--- config.mk ---
export PLATFORM = sky130hd
export DESIGN_NAME = smgss_ctrl
export DESIGN_NICKNAME = d
export VERILOG_FILES = /design/src/hw/rtl/smgss_pkg.sv /design/src/hw/rtl/smgss_ctrl.sv
export SDC_FILE = /design/constraint.sdc
export NUM_CORES = 1
export LEC_CHECK = 0
export BUFFER_PORTS_ARGS = -buffer_cell sky130_fd_sc_hd__buf_2
export CAP_MARGIN = 20
export CORE_MARGIN = 2
export CORE_UTILIZATION = 49
export CTS_CLUSTER_DIAMETER = 120
export CTS_CLUSTER_SIZE = 30
export DETAILED_ROUTE_END_ITERATION = 10
export PLACE_DENSITY = 0.79
export SLEW_MARGIN = 20
export SYNTH_ARGS = -nofsm -noshare
export SYNTH_HDL_FRONTEND = slang
export SYNTH_SLANG_ARGS = --single-unit
--- constraint.sdc ---
create_clock -name clk -period 2.05 [get_ports clk]
set_clock_uncertainty 0.1 [all_clocks]
set_input_delay 0.3075 -clock clk [delete_from_list [all_inputs] [get_ports clk]]
set_output_delay 0.3075 -clock clk [all_outputs]
set_load 0.01 [all_outputs]
--- src/hw/rtl/smgss_pkg.sv ---
// Shared constants, payload types and controller/datapath interface types.
package smgss_pkg;

	localparam int CAPACITY   = 1024;
	localparam int VALUE_BITS = 32;
	localparam int IDX_W      = $clog2(CAPACITY);
	localparam int CNT_W      = $clog2(CAPACITY + 1);

	typedef enum logic {
		OP_INSERT = 1'b0,
		OP_DELETE = 1'b1
	} op_t;

	typedef enum logic [1:0] {
		ST_DONE   = 2'd0,
		ST_FULL   = 2'd1,
		ST_ABSENT = 2'd2
	} status_t;

	typedef enum logic [1:0] {
		TERM_PREV_NEXT = 2'd0,
		TERM_PREV_V    = 2'd1,
		TERM_V_NEXT    = 2'd2
	} term_t;

	typedef struct packed {
		logic        operation;
		logic [31:0] value;
	} req_t;

	typedef struct packed {
		logic [63:0] gap_square_sum;
		logic [10:0] element_count;
		logic [1:0]  status;
	} rsp_t;

	typedef struct packed {
		logic    load;
		logic    idx_clr;
		logic    idx_inc;
		logic    idx_dec;
		logic    idx_ld_top;
		logic    idx_ld_pos1;
		logic    rd;
		logic    prev_ld;
		logic    next_ld;
		logic    pos_ld;
		logic    mul_go;
		term_t   term;
		logic    acc_add;
		logic    acc_sub;
		logic    wr_up;
		logic    wr_down;
		logic    wr_v;
		logic    n_inc;
		logic    n_dec;
		logic    out_ld;
		status_t status;
	} cmd_t;

	typedef struct packed {
		logic is_delete;
		logic full;
		logic idx_at_n;
		logic idx_at_pos;
		logic rd_gt;
		logic rd_lt;
		logic rd_eq;
		logic has_prev;
		logic pos_lt_n;
		logic has_next_del;
		logic out_busy;
	} sts_t;

endpackage

--- src/hw/rtl/smgss_ctrl.sv ---
// Controller: sequences scan, gap arithmetic, shift and result hand-off.
module smgss_ctrl (
	input  logic              clk,
	input  logic              arst_n,
	input  logic              req_valid,
	output logic              req_ready,
	input  smgss_pkg::sts_t   sts,
	output smgss_pkg::cmd_t   cmd
);

	typedef enum logic [4:0] {
		S_IDLE, S_CHK, S_I_TEST, S_I_CMP, S_D_TEST, S_D_CMP, S_D_NTEST, S_D_NCAP,
		S_MUL, S_ACC, S_SH_INIT, S_I_SH_RD, S_I_SH_WR, S_WRV, S_D_SH_TEST,
		S_D_SH_WR, S_FIN
	} state_t;

	state_t              state_q;
	state_t              state_d;
	logic [1:0]          t_q;
	logic [1:0]          t_d;
	smgss_pkg::status_t  stat_q;
	smgss_pkg::status_t  stat_d;
	logic                term_en;
	logic                term_sub;
	smgss_pkg::term_t    term_sel;
	logic                last_term;

	assign last_term = (t_q == 2'd2);

	// Select the next squared gap to fold into the sum
	always_comb begin
		term_en  = 1'b0;
		term_sub = 1'b0;
		term_sel = smgss_pkg::TERM_PREV_NEXT;
		case (t_q)
			2'd0: begin
				if (sts.is_delete) begin
					term_en  = sts.has_prev;
					term_sub = 1'b1;
					term_sel = smgss_pkg::TERM_PREV_V;
				end else begin
					term_en  = sts.has_prev && sts.pos_lt_n;
					term_sub = 1'b1;
					term_sel = smgss_pkg::TERM_PREV_NEXT;
				end
			end
			2'd1: begin
				if (sts.is_delete) begin
					term_en  = sts.has_next_del;
					term_sub = 1'b1;
					term_sel = smgss_pkg::TERM_V_NEXT;
				end else begin
					term_en  = sts.has_prev;
					term_sel = smgss_pkg::TERM_PREV_V;
				end
			end
			2'd2: begin
				if (sts.is_delete) begin
					term_en  = sts.has_prev && sts.has_next_del;
					term_sel = smgss_pkg::TERM_PREV_NEXT;
				end else begin
					term_en  = sts.pos_lt_n;
					term_sel = smgss_pkg::TERM_V_NEXT;
				end
			end
			default: begin
				term_en = 1'b0;
			end
		endcase
	end

	always_comb begin
		state_d    = state_q;
		t_d        = t_q;
		stat_d     = stat_q;
		cmd        = '0;
		cmd.term   = term_sel;
		cmd.status = stat_q;
		req_ready  = (state_q == S_IDLE);
		case (state_q)
			S_IDLE: begin
				if (req_valid) begin
					cmd.load    = 1'b1;
					cmd.idx_clr = 1'b1;
					state_d     = S_CHK;
				end
			end
			S_CHK: begin
				t_d    = 2'd0;
				stat_d = smgss_pkg::ST_DONE;
				if (sts.is_delete) begin
					state_d = S_D_TEST;
				end else if (sts.full) begin
					stat_d  = smgss_pkg::ST_FULL;
					state_d = S_FIN;
				end else begin
					state_d = S_I_TEST;
				end
			end
			S_I_TEST: begin
				if (sts.idx_at_n) begin
					cmd.pos_ld = 1'b1;
					state_d    = S_MUL;
				end else begin
					cmd.rd  = 1'b1;
					state_d = S_I_CMP;
				end
			end
			S_I_CMP: begin
				if (sts.rd_gt) begin
					cmd.pos_ld  = 1'b1;
					cmd.next_ld = 1'b1;
					state_d     = S_MUL;
				end else begin
					cmd.prev_ld = 1'b1;
					cmd.idx_inc = 1'b1;
					state_d     = S_I_TEST;
				end
			end
			S_D_TEST: begin
				if (sts.idx_at_n) begin
					stat_d  = smgss_pkg::ST_ABSENT;
					state_d = S_FIN;
				end else begin
					cmd.rd  = 1'b1;
					state_d = S_D_CMP;
				end
			end
			S_D_CMP: begin
				if (sts.rd_lt) begin
					cmd.prev_ld = 1'b1;
					cmd.idx_inc = 1'b1;
					state_d     = S_D_TEST;
				end else if (sts.rd_eq) begin
					cmd.pos_ld  = 1'b1;
					cmd.idx_inc = 1'b1;
					state_d     = S_D_NTEST;
				end else begin
					stat_d  = smgss_pkg::ST_ABSENT;
					state_d = S_FIN;
				end
			end
			S_D_NTEST: begin
				if (sts.idx_at_n) begin
					state_d = S_MUL;
				end else begin
					cmd.rd  = 1'b1;
					state_d = S_D_NCAP;
				end
			end
			S_D_NCAP: begin
				cmd.next_ld = 1'b1;
				state_d     = S_MUL;
			end
			S_MUL: begin
				if (term_en) begin
					cmd.mul_go = 1'b1;
					state_d    = S_ACC;
				end else if (last_term) begin
					state_d = S_SH_INIT;
				end else begin
					t_d = t_q + 1'b1;
				end
			end
			S_ACC: begin
				cmd.acc_sub = term_sub;
				cmd.acc_add = !term_sub;
				if (last_term) begin
					state_d = S_SH_INIT;
				end else begin
					t_d     = t_q + 1'b1;
					state_d = S_MUL;
				end
			end
			S_SH_INIT: begin
				if (sts.is_delete) begin
					cmd.idx_ld_pos1 = 1'b1;
					state_d         = S_D_SH_TEST;
				end else if (!sts.pos_lt_n) begin
					state_d = S_WRV;
				end else begin
					cmd.idx_ld_top = 1'b1;
					state_d        = S_I_SH_RD;
				end
			end
			S_I_SH_RD: begin
				cmd.rd  = 1'b1;
				state_d = S_I_SH_WR;
			end
			S_I_SH_WR: begin
				cmd.wr_up = 1'b1;
				if (sts.idx_at_pos) begin
					state_d = S_WRV;
				end else begin
					cmd.idx_dec = 1'b1;
					state_d     = S_I_SH_RD;
				end
			end
			S_WRV: begin
				cmd.wr_v  = 1'b1;
				cmd.n_inc = 1'b1;
				state_d   = S_FIN;
			end
			S_D_SH_TEST: begin
				if (sts.idx_at_n) begin
					cmd.n_dec = 1'b1;
					state_d   = S_FIN;
				end else begin
					cmd.rd  = 1'b1;
					state_d = S_D_SH_WR;
				end
			end
			S_D_SH_WR: begin
				cmd.wr_down = 1'b1;
				cmd.idx_inc = 1'b1;
				state_d     = S_D_SH_TEST;
			end
			S_FIN: begin
				if (!sts.out_busy) begin
					cmd.out_ld = 1'b1;
					state_d    = S_IDLE;
				end
			end
			default: begin
				state_d = S_IDLE;
			end
		endcase
	end

	always_ff @(posedge clk or negedge arst_n) begin
		if (!arst_n) begin
			state_q <= S_IDLE;
			t_q     <= 2'd0;
			stat_q  <= smgss_pkg::ST_DONE;
		end else begin
			state_q <= state_d;
			t_q     <= t_d;
			stat_q  <= stat_d;
		end
	end

	a_fin_status: assert property (@(posedge clk) disable iff (!arst_n)
		cmd.out_ld |-> (stat_q == smgss_pkg::ST_DONE || stat_q == smgss_pkg::ST_FULL
			|| stat_q == smgss_pkg::ST_ABSENT))
		else $error("result loaded with undefined status");
	a_no_store_on_refusal: assert property (@(posedge clk) disable iff (!arst_n)
		(cmd.wr_up || cmd.wr_down || cmd.wr_v) |-> (stat_q == smgss_pkg::ST_DONE))
		else $error("memory written on a refused item");
	a_accept_leaves_idle: assert property (@(posedge clk) disable iff (!arst_n)
		(req_valid && req_ready) |=> (state_q == S_CHK))
		else $error("accepted item not taken into the check state");

endmodule
==> metrics.csv, run 1 <==
stage,metric,value,unit
clocking,CTS tree,done,
sta,Slew Limit Fails,0,
setup_path,crit-path leading delay family,simple AND/OR/NAND/NOR gates,
final_layout,"commonest non-fill, non-tap cells in the layout","37 x buf_2, 23 x nor2_1, 20 x buf_4",
yosys,syn avg cell area,6.92,sq um
routing,DRC Markers,0,
grt,gr usage total,28.2,%
clocking,H-tree level count,1,
yosys,"Seq/Total Area, Yosys",22.0,%
yosys,"EDFF count, synth",0,
yosys,Gate Count Post-Synth,148,
placement,placed cell count,214,
final_layout,Layout Cells excl Fill,227,
yosys,synth warn,0,
placement,"worst slack, placed",0.0874,ns
setup_path,Critical Path Slowest Stage Cell,dfrtp_2,
pwr,Max IR drop VDD,0.841,mV
final_layout,final core area utilization,72.6,%
placement,port buffer count,37,
hold_path,Hold/Removal Path Class,in2reg,
clocking,clk slew on worst S/H paths,0.06,ns
floorplanning,starting density of the core,52.2,%
floorplanning,Die Ht,49.7,um
floorplanning,die width,49.7,um
outcome,outcome,finished with violations,
routing,ANT nets after route,0,
clocking,TritonCTS Buffers,3,
yosys,"flops & latches, synth",9,
yosys,area of the mapped netlist,1020,sq um
floorplanning,Die Area,2470,sq um
sta,"Hold Vio Cnt, Final",0,
clocking,clk sinks,9,
clocking,clock latency on the worst-skew pair,0.27,ns
floorplanning,IO Pins,38,
final_layout,"most common cell after layout, fill and taps aside",buf_2,
final_layout,share of layout cells above drive strength 1,39.0,%
yosys,synth unique cells,39,
setup_path,Worst setup EP type,output pin,
grt,antenna violations before repair,0,
floorplanning,num rows,16,
setup_path,CP Max Fanout,4,
sta,Least-Margin Pin Slew,0.394,ns
yosys,Post-synth top flop,dfrtp_1,
pwr,Power Density,1290,nW/um^2
clocking,root buffer cell,clkbuf_4,
outcome,failing checks,negative setup slack,
job,maxcap violations,0,
setup_path,worst path bufs/invs,1,
clocking,CTS max path bufs,2,
sta,fin crit share,103,%
routing,detailed-route via count,1302,
final_layout,# diodes,0,
yosys,"Net Count, Synth",166,
routing,drt initial violations,60,
routing,drt total wl,3.19,mm
grt,first-pass GRT wire length,5.43,mm
sta,"Setup violations, final",2,
floorplanning,core area,1960,sq um
sta,RSZ-0062 raised after global routing,yes,
placement,GP Congestion,0.878,
pwr,Leakage,0.000702,uW
sta,Rel. slew slack,73.5,%
setup_path,max incr delay on CP,0.43,ns
setup_path,required time of the critical path,1.64,ns
grt,grt ovf,0,
final_layout,filler instances,178,
routing,drt wl/cell,14.1,um
final_layout,"Area growth, synth to finish",39.1,%
sta,Highest Clock Rate,475,MHz
grt,vias in the first global route,1160,
sta,Fin Setup TNS,-0.0728,ns
setup_path,crit path cell chain,or3b_4 -> or3_4 -> nor2_1 -> buf_2,
setup_path,Worst R2R Setup Slack,0.19,ns
grt,largest net degree at the start of global routing,15,
sta,PnR worst setup slack,-0.0544,ns
final_layout,final layout net count,219,
placement,detailed placer's ending HPWL,2.38,mm
routing,drt first pass iters,4,
setup_path,CP Data Arrival Time,1.70,ns
setup_path,critical path class,reg2out,
yosys,ys async rst share,100,%
setup_path,Worst Setup Start Kind,flop,
routing,Vias per Instance,5.74,
sta,Final min period,2.10,ns
-- repair_timing --
action | in CTS | in global routing
hold endpoints to repair | 9 | 0
gates resized for setup | 5 | 11
hold buffers | 1 | 0
endpoints found under the setup margin | 7 | 11
buffers inserted | 6 | 2
pin swaps | 5 | 2
-- Yosys cell counts, drive strengths merged, types with 2 or more instances --
library cell	instances	area, sq um
buf	5	30.0
a31oi	2	12.5
nor3	5	30.0
mux2i	3	30.0
a22o	2	17.5
nor2	23	86.3
a21oi	14	70.1
nor4	3	18.8
nand3b	3	22.5
o21ai	13	65.1
nor2b	4	25.0
nand2b	2	12.5
dfrtp	9	225
nand2	16	60.1
o211ai	3	22.5
inv	6	22.5
clkbuf	5	18.8
ha	4	50.1
nand3	5	25.0
nor3b	4	35.0
and2	3	18.8
-- flip-flops by register name (all words and copies together), names as in the netlist --
name / count
stat_q: 2
state_q: 5
t_q: 2
-- worst reg2reg max path: cells and delay by family (launching register included) --
kind,cells,cell delay (ns)
simple gates,1,0.13
compound gates,4,0.68
fa+ha+maj,1,0.19
buf+inv,2,0.26
flops,1,0.39
-- cell families after synthesis --
family                     share of synthesized area [%]
muxes                                               2.93
DFF                                                 22.0
and+or+nand+nor                                     39.1
buffers and inverters                               6.96
AOI/OAI and AO/OA                                   24.2
adders and majority gates                           4.88
-- per-layer routing --
layer,wire [um],global-route usage [%],vias to the layer above
met5,0,0,-
li1,-,-,634
met2,1530,45.1,63
met1,1360,39.0,600
met4,45,10.2,0
met3,259,3.33,5
-- final timing paths --
path / startpoint / endpoint / depth (start not counted)
setup / recovery: state_q[4] / cmd[18] / 4
hold / removal: sts[9] / state_q[4] / 3
setup reg to reg: t_q[1] / t_q[0] / 8
hold reg to reg: stat_q[0] / stat_q[0] / 1
max in group asynchronous: arst_n / t_q[0] / 2
min in group asynchronous: arst_n / state_q[3] / 2
-- power breakdown --
group,internal (uW),leakage [uW],total (uW),switching [uW]
registers,260,0.000111,340,79.5
clock network,75.5,0.0000150,144,68.5
logic,593,0.000576,1350,757
total,929,0.000702,1830,905
-- final cells by class --
cell class,instances,area [sq um],area share (%)
well taps,27,33.8,2.37
inverters,6,22.5,1.58
repair buffers,58,345,24.2
multi-input cells,123,767,53.8
flip-flops and latches,9,230,16.2
clock buffers,4,26.3,1.84
-- stage by stage --
step	hold WS, ns	instance area, sq um	total power, uW
after global placement	0.0615	1280	1520
after global routing	0.203	1430	2010
after detailed placement	0.0681	1280	1540
final	0.189	1430	1830
after floorplan	-0.0881	1020	1120
after CTS	0.187	1380	1780
Power figures use the tool's default switching activity.
==> run 2: changes to the inputs <==
==> constraint.sdc (replaced) <==
create_clock -name clk -period 2.05 [get_ports clk]
set_clock_uncertainty 0.1 [all_clocks]
set_input_delay 0.41 -clock clk [delete_from_list [all_inputs] [get_ports clk]]
set_output_delay 0.41 -clock clk [all_outputs]
set_load 0.01 [all_outputs]
==> metrics.csv, run 2 (synthesis gave the netlist of run 1 again) <==
stage,metric,value,unit
final_layout,share of layout cells above drive strength 1,44.1,%
routing,Vias per Instance,6.14,
floorplanning,starting density of the core,52.2,%
placement,GP Congestion,0.871,
grt,antenna violations before repair,0,
grt,grt ovf,0,
final_layout,final core area utilization,80.0,%
sta,Final min period,2.23,ns
final_layout,area of the multi-input gates,801,sq um
placement,placed cell count,221,
setup_path,RR Endpoint,t_q[1],
pwr,clock power share,7.0,%
setup_path,required time of the critical path,1.54,ns
sta,final hold slack,0.298,ns
routing,ANT nets after route,0,
setup_path,critical path class,reg2out,
routing,drt wl/cell,16.5,um
setup_path,Worst Setup Start Kind,flop,
placement,detailed placer's ending HPWL,2.52,mm
setup_path,RR Startpoint,state_q[4],
final_layout,post-route cell area,1570,sq um
final_layout,# diodes,0,
final_layout,final layout net count,232,
final_layout,filler instances,148,
pwr,Max IR drop VDD,0.914,mV
routing,drt first pass iters,6,
pwr,Switch Pwr,1030,uW
final_layout,"commonest non-fill, non-tap cells in the layout","37 x buf_2, 29 x buf_4, 22 x nor2_1",
hold_path,Hold/Removal Path Class,in2reg,
floorplanning,Die Area,2470,sq um
routing,drt total wl,3.97,mm
clocking,CTS max path bufs,2,
sta,Rel. slew slack,69.4,%
routing,detailed-route via count,1473,
sta,RSZ-0062 raised after global routing,yes,
grt,first-pass GRT wire length,5.73,mm
floorplanning,num rows,16,
sta,fin crit share,109,%
clocking,clk slew on worst S/H paths,0.06,ns
grt,vias in the first global route,1310,
setup_path,Worst setup EP type,output pin,
setup_path,Worst R2R Path Depth,7,
pwr,internal power contribution,1060,uW
hold_path,WHS Path Cells,3,
setup_path,CP Data Arrival Time,1.72,ns
clocking,root buffer cell,clkbuf_4,
outcome,failing checks,negative setup slack,
job,maxcap violations,0,
placement,port buffer count,37,
floorplanning,IO Pins,38,
floorplanning,die width,49.7,um
final_layout,Layout Cells excl Fill,240,
sta,Least-Margin Pin Slew,0.455,ns
setup_path,CP Max Fanout,4,
routing,DRC Markers,0,
clocking,H-tree level count,1,
final_layout,"Area growth, synth to finish",53.1,%
clocking,CTS tree,done,
pwr,Power Density,1330,nW/um^2
routing,drt initial violations,108,
sta,"Hold Vio Cnt, Final",0,
sta,"Setup violations, final",11,
placement,placed cell areas,1340,sq um
pwr,switch share,49.4,%
sta,PnR worst setup slack,-0.183,ns
setup_path,Worst R2R Setup Slack,-0.01,ns
grt,largest net degree at the start of global routing,16,
hold_path,hold wc startpoint,sts[9],
final_layout,top flop regs,"state_q x5, stat_q x2, t_q x2",
final_layout,Biggest register,state_q,
floorplanning,Die Ht,49.7,um
pwr,Seq pwr share,15.5,%
grt,gr usage total,30.2,%
floorplanning,core area,1960,sq um
sta,Slew Limit Fails,0,
clocking,TritonCTS Buffers,3,
hold_path,hold endpoint,state_q[4],
outcome,outcome,finished with violations,
sta,Highest Clock Rate,448,MHz
pwr,part of the power in combinational logic,77.5,%
final_layout,FF+latch area,228,sq um
clocking,clk sinks,9,
final_layout,"most common cell after layout, fill and taps aside",buf_2,
final_layout,max reg flops,5,
pwr,Leakage,0.000773,uW
pwr,Design Power,2090,uW
clocking,clock latency on the worst-skew pair,0.27,ns
[run 2: routing by layer]
| metal | vias to the layer above | part of all wire, % | global-route usage (%) |
|---|---|---|---|
| li1 | 660 | - | - |
| met5 | - | 0 | 0 |
| met1 | 652 | 36 | 34.5 |
| met2 | 122 | 47 | 52.9 |
| met4 | 0 | 5.6 | 16.2 |
| met3 | 39 | 12 | 5.45 |
[run 2: layout make-up]
| cell class | count | share of cell area, % |
|---|---|---|
| clock buffers | 4 | 1.67 |
| repair buffers | 71 | 29.2 |
| inverters | 6 | 1.44 |
| well taps | 27 | 2.15 |
| multi-input cells | 123 | 51.0 |
| flip-flops and latches | 9 | 14.5 |
[run 2: worst max-delay path: stages (launching register included)]
cell,delay [ns]
dfrtp_2,0.41
or3b_4,0.45
or3_4,0.36
nor2_2,0.10
buf_2,0.13
[run 2: power groups by stage]
stage	logic (uW)	registers [uW]	clock network [uW]
after CTS	1430	313	144
final	1620	325	146
after detailed placement	1260	328	0
after global routing	1710	337	150
after global placement	1220	324	0
after floorplan	800	322	0
[run 2: how the worst max path moves through the flow]
| stage | depth (start not counted) | start | endpoint |
|---|---|---|---|
| finish | 4 | state_q[4] | cmd[18] |
| floorplan | 4 | state_q[1] | cmd[13] |
| global placement | 6 | sts[8] | cmd[13] |
| CTS | 4 | state_q[4] | cmd[18] |
| global route | 5 | state_q[4] | cmd[12] |
| detailed placement | 6 | sts[8] | cmd[13] |
[run 2: what timing repair did]
action                                  CTS  global route
endpoints found under the hold margin     9             0
pin swaps                                10             4
hold buffers                              1             0
buffers inserted                         12             3
endpoints found under the setup margin   11            18
gates cloned                              1             0
gates resized for setup                  13            14
[run 2: through the flow]
step / setup TNS [ns] / setup slack (ns)
2_1_floorplan: 0 / 0.147
3_3_place_gp: -0.00285 / -0.00285
3_5_place_dp: -0.0107 / -0.0107
4_1_cts: -0.347 / -0.141
5_1_grt: -1.68 / -0.206
6_report: -0.843 / -0.183
